**src/scf_pkg.sv**
```systemverilog
// Shared types and constants for the serial chain forward kinematics block.
// No dependencies; imported by the controller, datapath and top level.
`default_nettype none

package scf_pkg;

    localparam int ACC_W = 67;  // sum of up to four 64-bit products plus rounding
    localparam int CZ_W  = 36;  // CORDIC angle, Q30 after fold
    localparam int CXY_W = 34;  // CORDIC x and y, Q30

    localparam logic [0:0] CFG_CHAIN_LEN = 1'b0;
    localparam logic [0:0] CFG_OUT_MODE  = 1'b1;

    localparam logic KIND_TABLE = 1'b0;
    localparam logic KIND_ANGLE = 1'b1;
    localparam logic RES_JOINT  = 1'b0;
    localparam logic RES_POS    = 1'b1;

    localparam logic [3:0] SLOT_MIN  = 4'd12;
    localparam logic [3:0] SLOT_MAX  = 4'd13;
    localparam logic [3:0] SLOT_SIGN = 4'd14;
    localparam logic [3:0] SLOT_TYPE = 4'd15;

    localparam logic signed [31:0]    ONE_Q16      = 32'sd65536;
    localparam logic signed [33:0]    CLAMP_MARGIN = 34'sd410;   // 0.05 in Q3.13
    localparam logic signed [CXY_W-1:0] CORDIC_X0  = 34'sd652032874;
    localparam logic signed [CZ_W-1:0]  PI_Q30      = 36'sd3373259426;
    localparam logic signed [CZ_W-1:0]  HALF_PI_Q30 = 36'sd1686629713;

    function automatic logic [29:0] atan_q30(input logic [4:0] idx);
        logic [29:0] v;
        unique case (idx)
            5'd0:  v = 30'd843314856;
            5'd1:  v = 30'd497837829;
            5'd2:  v = 30'd263043836;
            5'd3:  v = 30'd133525158;
            5'd4:  v = 30'd67021686;
            5'd5:  v = 30'd33543515;
            5'd6:  v = 30'd16775850;
            5'd7:  v = 30'd8388437;
            5'd8:  v = 30'd4194282;
            5'd9:  v = 30'd2097149;
            5'd10: v = 30'd1048575;
            5'd11: v = 30'd524287;
            5'd12: v = 30'd262143;
            5'd13: v = 30'd131071;
            5'd14: v = 30'd65535;
            5'd15: v = 30'd32767;
            5'd16: v = 30'd16383;
            5'd17: v = 30'd8191;
            5'd18: v = 30'd4095;
            5'd19: v = 30'd2047;
            5'd20: v = 30'd1023;
            5'd21: v = 30'd511;
            5'd22: v = 30'd255;
            5'd23: v = 30'd127;
            default: v = 30'd0;
        endcase
        return v;
    endfunction

    typedef struct packed {
        logic       rd_en;
        logic [3:0] rd_slot;
        logic [3:0] entry;
        logic [3:0] jidx;
        logic       ang_load;
        logic       do_clamp;
        logic       cord_init;
        logic       cord_step;
        logic [4:0] cord_iter;
        logic       cord_fin;
        logic       mul_step;
        logic [1:0] row;
        logic [1:0] col;
        logic [1:0] k;
        logic       mul_first;
        logic       mul_last;
        logic       xf_init;
        logic       xf_commit;
        logic       emit_j;
        logic       emit_p;
        logic       emit_last;
    } t_dp_cmd;

    typedef struct packed {
        logic is_rot;
        logic out_free;
    } t_dp_stat;

endpackage

`default_nettype wire

```
**src/scf_ctrl.sv**
```systemverilog
// Controller: config registers and the chain-walk state machine.
// Depends on scf_pkg; issues commands to scf_dpath.
`default_nettype none

module scf_ctrl import scf_pkg::*; #(
    parameter int MAX_CHAIN         = 16,
    parameter int CORDIC_ITERATIONS = 16
) (
    input  logic       i_clk,
    input  logic       i_rst_n,
    input  logic       i_in_valid,
    input  logic       i_in_kind,
    input  logic       i_in_last,
    output logic       o_in_ready,
    input  logic       i_cfg_we,
    input  logic [0:0] i_cfg_idx,
    input  logic [4:0] i_cfg_data,
    output t_dp_cmd    o_cmd,
    input  t_dp_stat   i_stat
);

    localparam int N_ITER = (CORDIC_ITERATIONS > 24) ? 24 : CORDIC_ITERATIONS;
    localparam int CAP    = (MAX_CHAIN < 16) ? MAX_CHAIN : 16;
    localparam logic [4:0] LAST_IT = 5'(N_ITER - 1);
    localparam logic [4:0] CAP_L   = 5'(CAP);

    localparam logic [3:0] S_IDLE   = 4'd0;
    localparam logic [3:0] S_LOAD   = 4'd1;
    localparam logic [3:0] S_LOADW  = 4'd2;
    localparam logic [3:0] S_DECIDE = 4'd3;
    localparam logic [3:0] S_CLAMP  = 4'd4;
    localparam logic [3:0] S_EMIT_J = 4'd5;
    localparam logic [3:0] S_CINIT  = 4'd6;
    localparam logic [3:0] S_CITER  = 4'd7;
    localparam logic [3:0] S_CFIN   = 4'd8;
    localparam logic [3:0] S_MUL    = 4'd9;
    localparam logic [3:0] S_D1     = 4'd10;
    localparam logic [3:0] S_D2     = 4'd11;
    localparam logic [3:0] S_COMMIT = 4'd12;
    localparam logic [3:0] S_EMIT_L = 4'd13;
    localparam logic [3:0] S_NEXT   = 4'd14;
    localparam logic [3:0] S_EMIT_T = 4'd15;

    logic [3:0] r_state, n_state;
    logic [4:0] r_len;
    logic       r_mode;
    logic [3:0] r_e, n_e, r_last_e, n_last_e, r_w, n_w;
    logic [4:0] r_rc, n_rc, r_it, n_it;
    logic [1:0] r_row, n_row, r_col, n_col, r_k, n_k;
    logic       fire;
    logic [4:0] lim;
    logic [1:0] k_end;

    assign fire  = i_in_valid && o_in_ready;
    assign k_end = (r_col == 2'd3) ? 2'd3 : 2'd2;

    always_comb begin
        lim = (r_len == 5'd0) ? 5'd1 : r_len;
        if (lim > CAP_L) lim = CAP_L;
    end

    always_comb begin
        n_state = r_state; n_e = r_e; n_last_e = r_last_e; n_w = r_w;
        n_rc = r_rc; n_it = r_it; n_row = r_row; n_col = r_col; n_k = r_k;
        o_cmd = '0;
        o_cmd.entry     = r_e;
        o_cmd.rd_slot   = r_w;
        o_cmd.jidx      = r_rc[3:0];
        o_cmd.do_clamp  = !r_mode;
        o_cmd.cord_iter = r_it;
        o_cmd.row = r_row; o_cmd.col = r_col; o_cmd.k = r_k;
        o_cmd.mul_first = (r_k == 2'd0);
        o_cmd.mul_last  = (r_k == k_end);
        o_in_ready = (r_state == S_IDLE);
        unique case (r_state)
            S_IDLE: begin
                if (fire && i_in_kind == KIND_ANGLE && i_in_last) begin
                    o_cmd.xf_init = 1'b1;
                    n_last_e = 4'(lim - 5'd1);
                    n_e = '0; n_rc = '0; n_w = '0;
                    n_state = S_LOAD;
                end
            end
            S_LOAD: begin
                o_cmd.rd_en = 1'b1;
                n_w = r_w + 4'd1;
                if (r_w == SLOT_TYPE) n_state = S_LOADW;
            end
            S_LOADW: n_state = S_DECIDE;
            S_DECIDE: begin
                n_row = '0; n_col = '0; n_k = '0;
                n_state = i_stat.is_rot ? S_CLAMP : S_MUL;
            end
            S_CLAMP: begin
                o_cmd.ang_load = 1'b1;
                n_state = r_mode ? S_CINIT : S_EMIT_J;
            end
            S_EMIT_J: begin
                if (i_stat.out_free) begin
                    o_cmd.emit_j = 1'b1;
                    n_state = S_CINIT;
                end
            end
            S_CINIT: begin
                o_cmd.cord_init = 1'b1;
                n_it = '0;
                n_state = S_CITER;
            end
            S_CITER: begin
                o_cmd.cord_step = 1'b1;
                n_it = r_it + 5'd1;
                if (r_it == LAST_IT) n_state = S_CFIN;
            end
            S_CFIN: begin
                o_cmd.cord_fin = 1'b1;
                n_rc = r_rc + 5'd1;
                n_state = S_MUL;
            end
            S_MUL: begin
                o_cmd.mul_step = 1'b1;
                if (r_k != k_end) begin
                    n_k = r_k + 2'd1;
                end else begin
                    n_k = '0;
                    if (r_col != 2'd3) begin
                        n_col = r_col + 2'd1;
                    end else begin
                        n_col = '0;
                        n_row = r_row + 2'd1;
                        if (r_row == 2'd2) n_state = S_D1;
                    end
                end
            end
            S_D1: n_state = S_D2;
            S_D2: n_state = S_COMMIT;
            S_COMMIT: begin
                o_cmd.xf_commit = 1'b1;
                n_state = r_mode ? S_EMIT_L : S_NEXT;
            end
            S_EMIT_L: begin
                if (i_stat.out_free) begin
                    o_cmd.emit_p    = 1'b1;
                    o_cmd.emit_last = (r_e == r_last_e);
                    n_state = S_NEXT;
                end
            end
            S_NEXT: begin
                if (r_e == r_last_e) begin
                    n_state = r_mode ? S_IDLE : S_EMIT_T;
                end else begin
                    n_e = r_e + 4'd1;
                    n_w = '0;
                    n_state = S_LOAD;
                end
            end
            S_EMIT_T: begin
                if (i_stat.out_free) begin
                    o_cmd.emit_p    = 1'b1;
                    o_cmd.emit_last = 1'b1;
                    n_state = S_IDLE;
                end
            end
            default: n_state = S_IDLE;
        endcase
    end

    always_ff @(posedge i_clk) begin
        if (!i_rst_n) begin
            r_state <= S_IDLE;
            r_len   <= 5'd1;
            r_mode  <= 1'b0;
            r_e <= '0; r_last_e <= '0; r_w <= '0; r_rc <= '0; r_it <= '0;
            r_row <= '0; r_col <= '0; r_k <= '0;
        end else begin
            r_state <= n_state;
            r_e <= n_e; r_last_e <= n_last_e; r_w <= n_w; r_rc <= n_rc; r_it <= n_it;
            r_row <= n_row; r_col <= n_col; r_k <= n_k;
            if (i_cfg_we) begin
                unique case (i_cfg_idx)
                    CFG_CHAIN_LEN: r_len  <= i_cfg_data;
                    CFG_OUT_MODE:  r_mode <= i_cfg_data[0];
                    default: ;
                endcase
            end
        end
    end

`ifndef SYNTHESIS
    a_emit_free: assert property (@(posedge i_clk) disable iff (!i_rst_n)
        (o_cmd.emit_j || o_cmd.emit_p) |-> i_stat.out_free)
        else $error("result issued while output register occupied");
    a_walk_start: assert property (@(posedge i_clk) disable iff (!i_rst_n)
        (fire && i_in_kind == KIND_ANGLE && i_in_last) |=> (r_state == S_LOAD && r_e == 4'd0))
        else $error("walk did not start at entry zero");
    a_iter_bound: assert property (@(posedge i_clk) disable iff (!i_rst_n)
        (r_state == S_CITER) |-> (r_it <= LAST_IT))
        else $error("CORDIC iteration count overran");
    a_joint_mode: assert property (@(posedge i_clk) disable iff (!i_rst_n)
        o_cmd.emit_j |-> !r_mode)
        else $error("joint result in per-link mode");
`endif

endmodule

`default_nettype wire

```
**config.mk**
```make
export PLATFORM = sky130hd
export DESIGN_NAME = scf_ctrl
export DESIGN_NICKNAME = d
export VERILOG_FILES = /design/src/scf_pkg.sv /design/src/scf_ctrl.sv
export SDC_FILE = /design/constraint.sdc
export NUM_CORES = 1
export LEC_CHECK = 0
export ABC_CLOCK_PERIOD_IN_PS = 2150
export BUFFER_PORTS_ARGS = -buffer_cell sky130_fd_sc_hd__buf_2
export CAP_MARGIN = 0
export CELL_PAD_IN_SITES_DETAIL_PLACEMENT = 0
export CELL_PAD_IN_SITES_GLOBAL_PLACEMENT = 1
export CORE_MARGIN = 5
export CORE_UTILIZATION = 39
export CTS_CLUSTER_SIZE = 12
export DETAILED_ROUTE_END_ITERATION = 7
export HOLD_SLACK_MARGIN = 0.03
export PLACE_DENSITY_LB_ADDON = 0.1
export SKIP_LAST_GASP = 1
export SLEW_MARGIN = 20
export SYNTH_ARGS = -nofsm -noshare
export SYNTH_HDL_FRONTEND = slang
export SYNTH_SLANG_ARGS = --single-unit
export TNS_END_PERCENT = 20
```
**constraint.sdc**
```tcl
create_clock -name i_clk -period 2.15 [get_ports i_clk]
set_clock_uncertainty 0.15 [all_clocks]
set_input_delay 0.3225 -clock i_clk [delete_from_list [all_inputs] [get_ports i_clk]]
set_output_delay 0.3225 -clock i_clk [all_outputs]
set_load 0.005 [all_outputs]
```
==> metrics.md <==
| Metric | Value |
|---|---|
| Clock-pin slew on the worst setup and hold paths | 0.08 ns |
| Largest net degree at the start of global routing | 29 |
| Worst Setup Start Kind | flip-flop |
| CTS Sinks | 37 |
| Yosys warns | 0 |
| Antenna-violating nets left | 0 |
| Status | finished, violations left |
| Crit path largest cell delay | 0.54 ns |
| Number of vias per cell | 5.062 |
| Final Max Tran Viols | 0 |
| LEAKAGE | about 1.1 nW |
| Hold violation total from the final report | 0 |
| Ys async rst share | 0% |
| Max Cap Viol | 0 |
| Crit path kind | reg2out |
| Critical Path Sink Type | output pin |
| Unrepaired setup endpoints after global routing | true |
| GRT Overall Usage | 15.15% |
| Final #Nets | 354 |
| TritonCTS buffer count | 5 |
| CTS tree | yes |
| Fmax | between 400 and 500 MHz |
| Post-Syn Nets | 292 |
| Syn Area/Cell | 7.982 um^2 |
| I/O Pins | 52 |
| Vias | 2045 |
| Failing checks | setup timing |
| Worst-margin pin slew | 0.5313 ns |
| Cell Area, Synth | 2147 um^2 |
| Die Y | 84.20 um |
| Register area | 747.0 um^2 |
| Number of synthesized register bits | 37 |
| DR WL/cell | between 10 and 15 um |
| Max_slew headroom | 64.51% |
| Crit Path Max Fanout | 9 |
| Peak VDD IR | 0.3246 mV |
| Data arrival, critical path | 1.69 ns |
| Insertion delay to the later sink of the worst-skew pair | 0.29 ns |
| TritonRoute pass-1 iters | 4 |
| Worst setup margin | -0.009651 ns |
| Post-synth EDFFs | 0 |
| Core area | 5439 um^2 |
| Clk buf depth | 2 |
| Die area | between 7000 and 8000 um^2 |
| Minimum clock period | 2.160 ns |
| Slowest CP cell | or4_4 |
| Filler cell count | 595 |
| Data required time of the worst path | between 1.5 and 2 ns |
| CTS HTree Levels | 2 |
| Routed Wire Length | 5.279 mm |
| Antenna violations before repair | 0 |
| Fin crit share | 100.4% |
| Buf+Inv Stages, Crit Path | 2 |
| Hold Crit Class | in2reg |
| Initial Utilization | between 30% and 40% |
| Vias in the first global route | 1939 |
| Pwr Total | 0.001643 W |
| Post-DP HPWL | 3.913 mm |
| Sequential-to-total area share from yosys stat | 34.50% |
| Area of the multi-input gates | 1301 um^2 |
| Ys flop type | dfxtp_1 |
| Root buffer cell | clkbuf_8 |
| Port Buf Inserts | 51 |
| Post-Syn Instances | between 200 and 300 |
| Delay-heaviest family, CP | simple AND/OR/NAND/NOR gates |
| Initial DRC Count | 64 |
| Row count | 27 |
| Global-route wire length before repair | roughly 9.0 mm |
| Layout cell share with drive strength beyond 1 | 28.31% |
| CP cell instances | or4_4 > or2_4 > inv_4 > buf_2 |
| Hold Worst Slack | 0.1134 ns |
| Total gr overflow | 0 |
| Finish-stage setup viols | 1 |
| Antenna diodes | 0 |
| Library cells used by synthesis | 54 |
| Area Growth Syn to Fin | 24.42% |
| Die X | roughly 84 um |
| P per Cell Area | 615.0 nW/um^2 |
| Gpl congestion | 0.8075 |
| DRC viols | 0 |
## area by class of cell
class | instances | share of cell area [%]
multi-input combinational | 206 | 48.71
sequential | 37 | 27.96
timing repair buffer | 69 | 14.75
tap | 72 | 3.372
clock buffer | 5 | 2.576
inverter | 12 | 1.967
clock inverter | 3 | 0.6557
## layout by cell type (no fill, tap or decap), types with 3 or more instances in the layout
| cell | Yosys | layout |
|---|---|---|
| clkbuf_8 | 0 | 5 |
| nand3_1 | 12 | 12 |
| nor3_1 | 5 | 5 |
| mux2i_1 | 9 | 9 |
| dfxtp_1 | 37 | 34 |
| a21oi_1 | 23 | 23 |
| buf_4 | 0 | 17 |
| nor2_1 | 38 | 38 |
| buf_2 | 5 | 51 |
| nand2_1 | 27 | 27 |
| o21ai_0 | 10 | 10 |
| or3_1 | 4 | 3 |
| o211ai_1 | 6 | 6 |
| nand2b_1 | 6 | 6 |
| ha_1 | 9 | 9 |
| inv_1 | 8 | 8 |
| nor2b_1 | 6 | 6 |
| xor2_1 | 4 | 4 |
| xnor2_1 | 6 | 6 |
## final timing paths
check,start,end,slack (ns),cells after the start
worst max register to register,r_it[1]$_SDFFE_PN0P_,r_state[0]$_SDFFE_PN0P_,0.08,8
worst min register to register,r_rc[3]$_SDFFE_PN0P_,r_rc[3]$_SDFFE_PN0P_,0.32,1
worst min-delay path,i_cfg_data[0],r_len[0]$_SDFFE_PN1P_,0.11,3
worst max-delay path,r_state[1]$_SDFFE_PN0P_,o_cmd[4],-0.01,4
## worst min-delay path, cell delays in order
cell,delay (ns)
buf_2,0.09
mux2i_1,0.06
nand2_1,0.05
## synthesized netlist by cell type (3+ instances only)
| cell type | n | share of area (%) |
|---|---|---|
| a211oi_1 | 3 | 1.0 |
| buf_1 | 3 | 0.52 |
| clkbuf_1 | 5 | 0.87 |
| a21oi_1 | 23 | 5.4 |
| nand2_1 | 27 | 4.7 |
| o211ai_1 | 6 | 2.1 |
| nand3_1 | 12 | 2.8 |
| ha_1 | 9 | 5.2 |
| inv_1 | 8 | 1.4 |
| nand2b_1 | 6 | 1.7 |
| mux2i_1 | 9 | 4.2 |
| nor3_1 | 5 | 1.2 |
| xnor2_1 | 6 | 2.4 |
| xor2_1 | 4 | 1.6 |
| nor2_1 | 38 | 6.6 |
| nor2b_1 | 6 | 1.7 |
| buf_2 | 5 | 1.2 |
| or3_1 | 4 | 1.2 |
| dfxtp_1 | 37 | 34 |
| o21ai_0 | 10 | 2.3 |
## sequential cells by signal, indices dropped and copies added (netlist names)
register  cells
r_it          5
r_len         5
r_e           4
r_last_e      4
r_rc          4
r_state       4
r_w           4
r_col         2
r_k           2
r_row         2
r_mode        1
## where the power goes
group / switching (W) / leakage, nW / internal [W]
combinational: 0.000216 / 0.804 / 0.000196
sequential: 0.0000307 / 0.301 / 0.000711
clock: 0.000265 / 0.0439 / 0.000224
## metal layers
layer / vias to the layer above / global-route usage [%] / share of wire [%]
met5: - / 0 / 0
met4: 0 / 3.509 / 0.97
met3: 5 / 3.827 / 4.5
met2: 44 / 23.82 / 46
met1: 930 / 20.87 / 49
li1: 1066 / - / -
## stage by stage
step	setup TNS [ns]	utilization (%)	instance area [um^2]	cells	setup slack, ns
finish	-0.009651	49.11	2671	404	-0.009651
global route	-0.2142	49.11	2671	404	-0.06353
CTS	-0.02658	48.93	2661	404	-0.02658
detailed placement	0	46.95	2554	395	0.04255
global placement	0	46.95	2554	395	0.1168
floorplan	0	-	2147	269	0.1882
## logic make-up after synthesis
family	synth area share, %
xor+xnor	4.079
mux	4.196
fa+ha+maj	5.245
compound gates	19.46
buf+inv	5.478
simple gates	27.04
flops	34.50
## timing repair
action | CTS | global route
pin swaps | 1 | 0
hold buffers | 0 | 0
resized for setup | 5 | 4
setup buffers | 1 | 0
endpoints found under the setup margin | 2 | 7
Power figures use the tool's default switching activity.
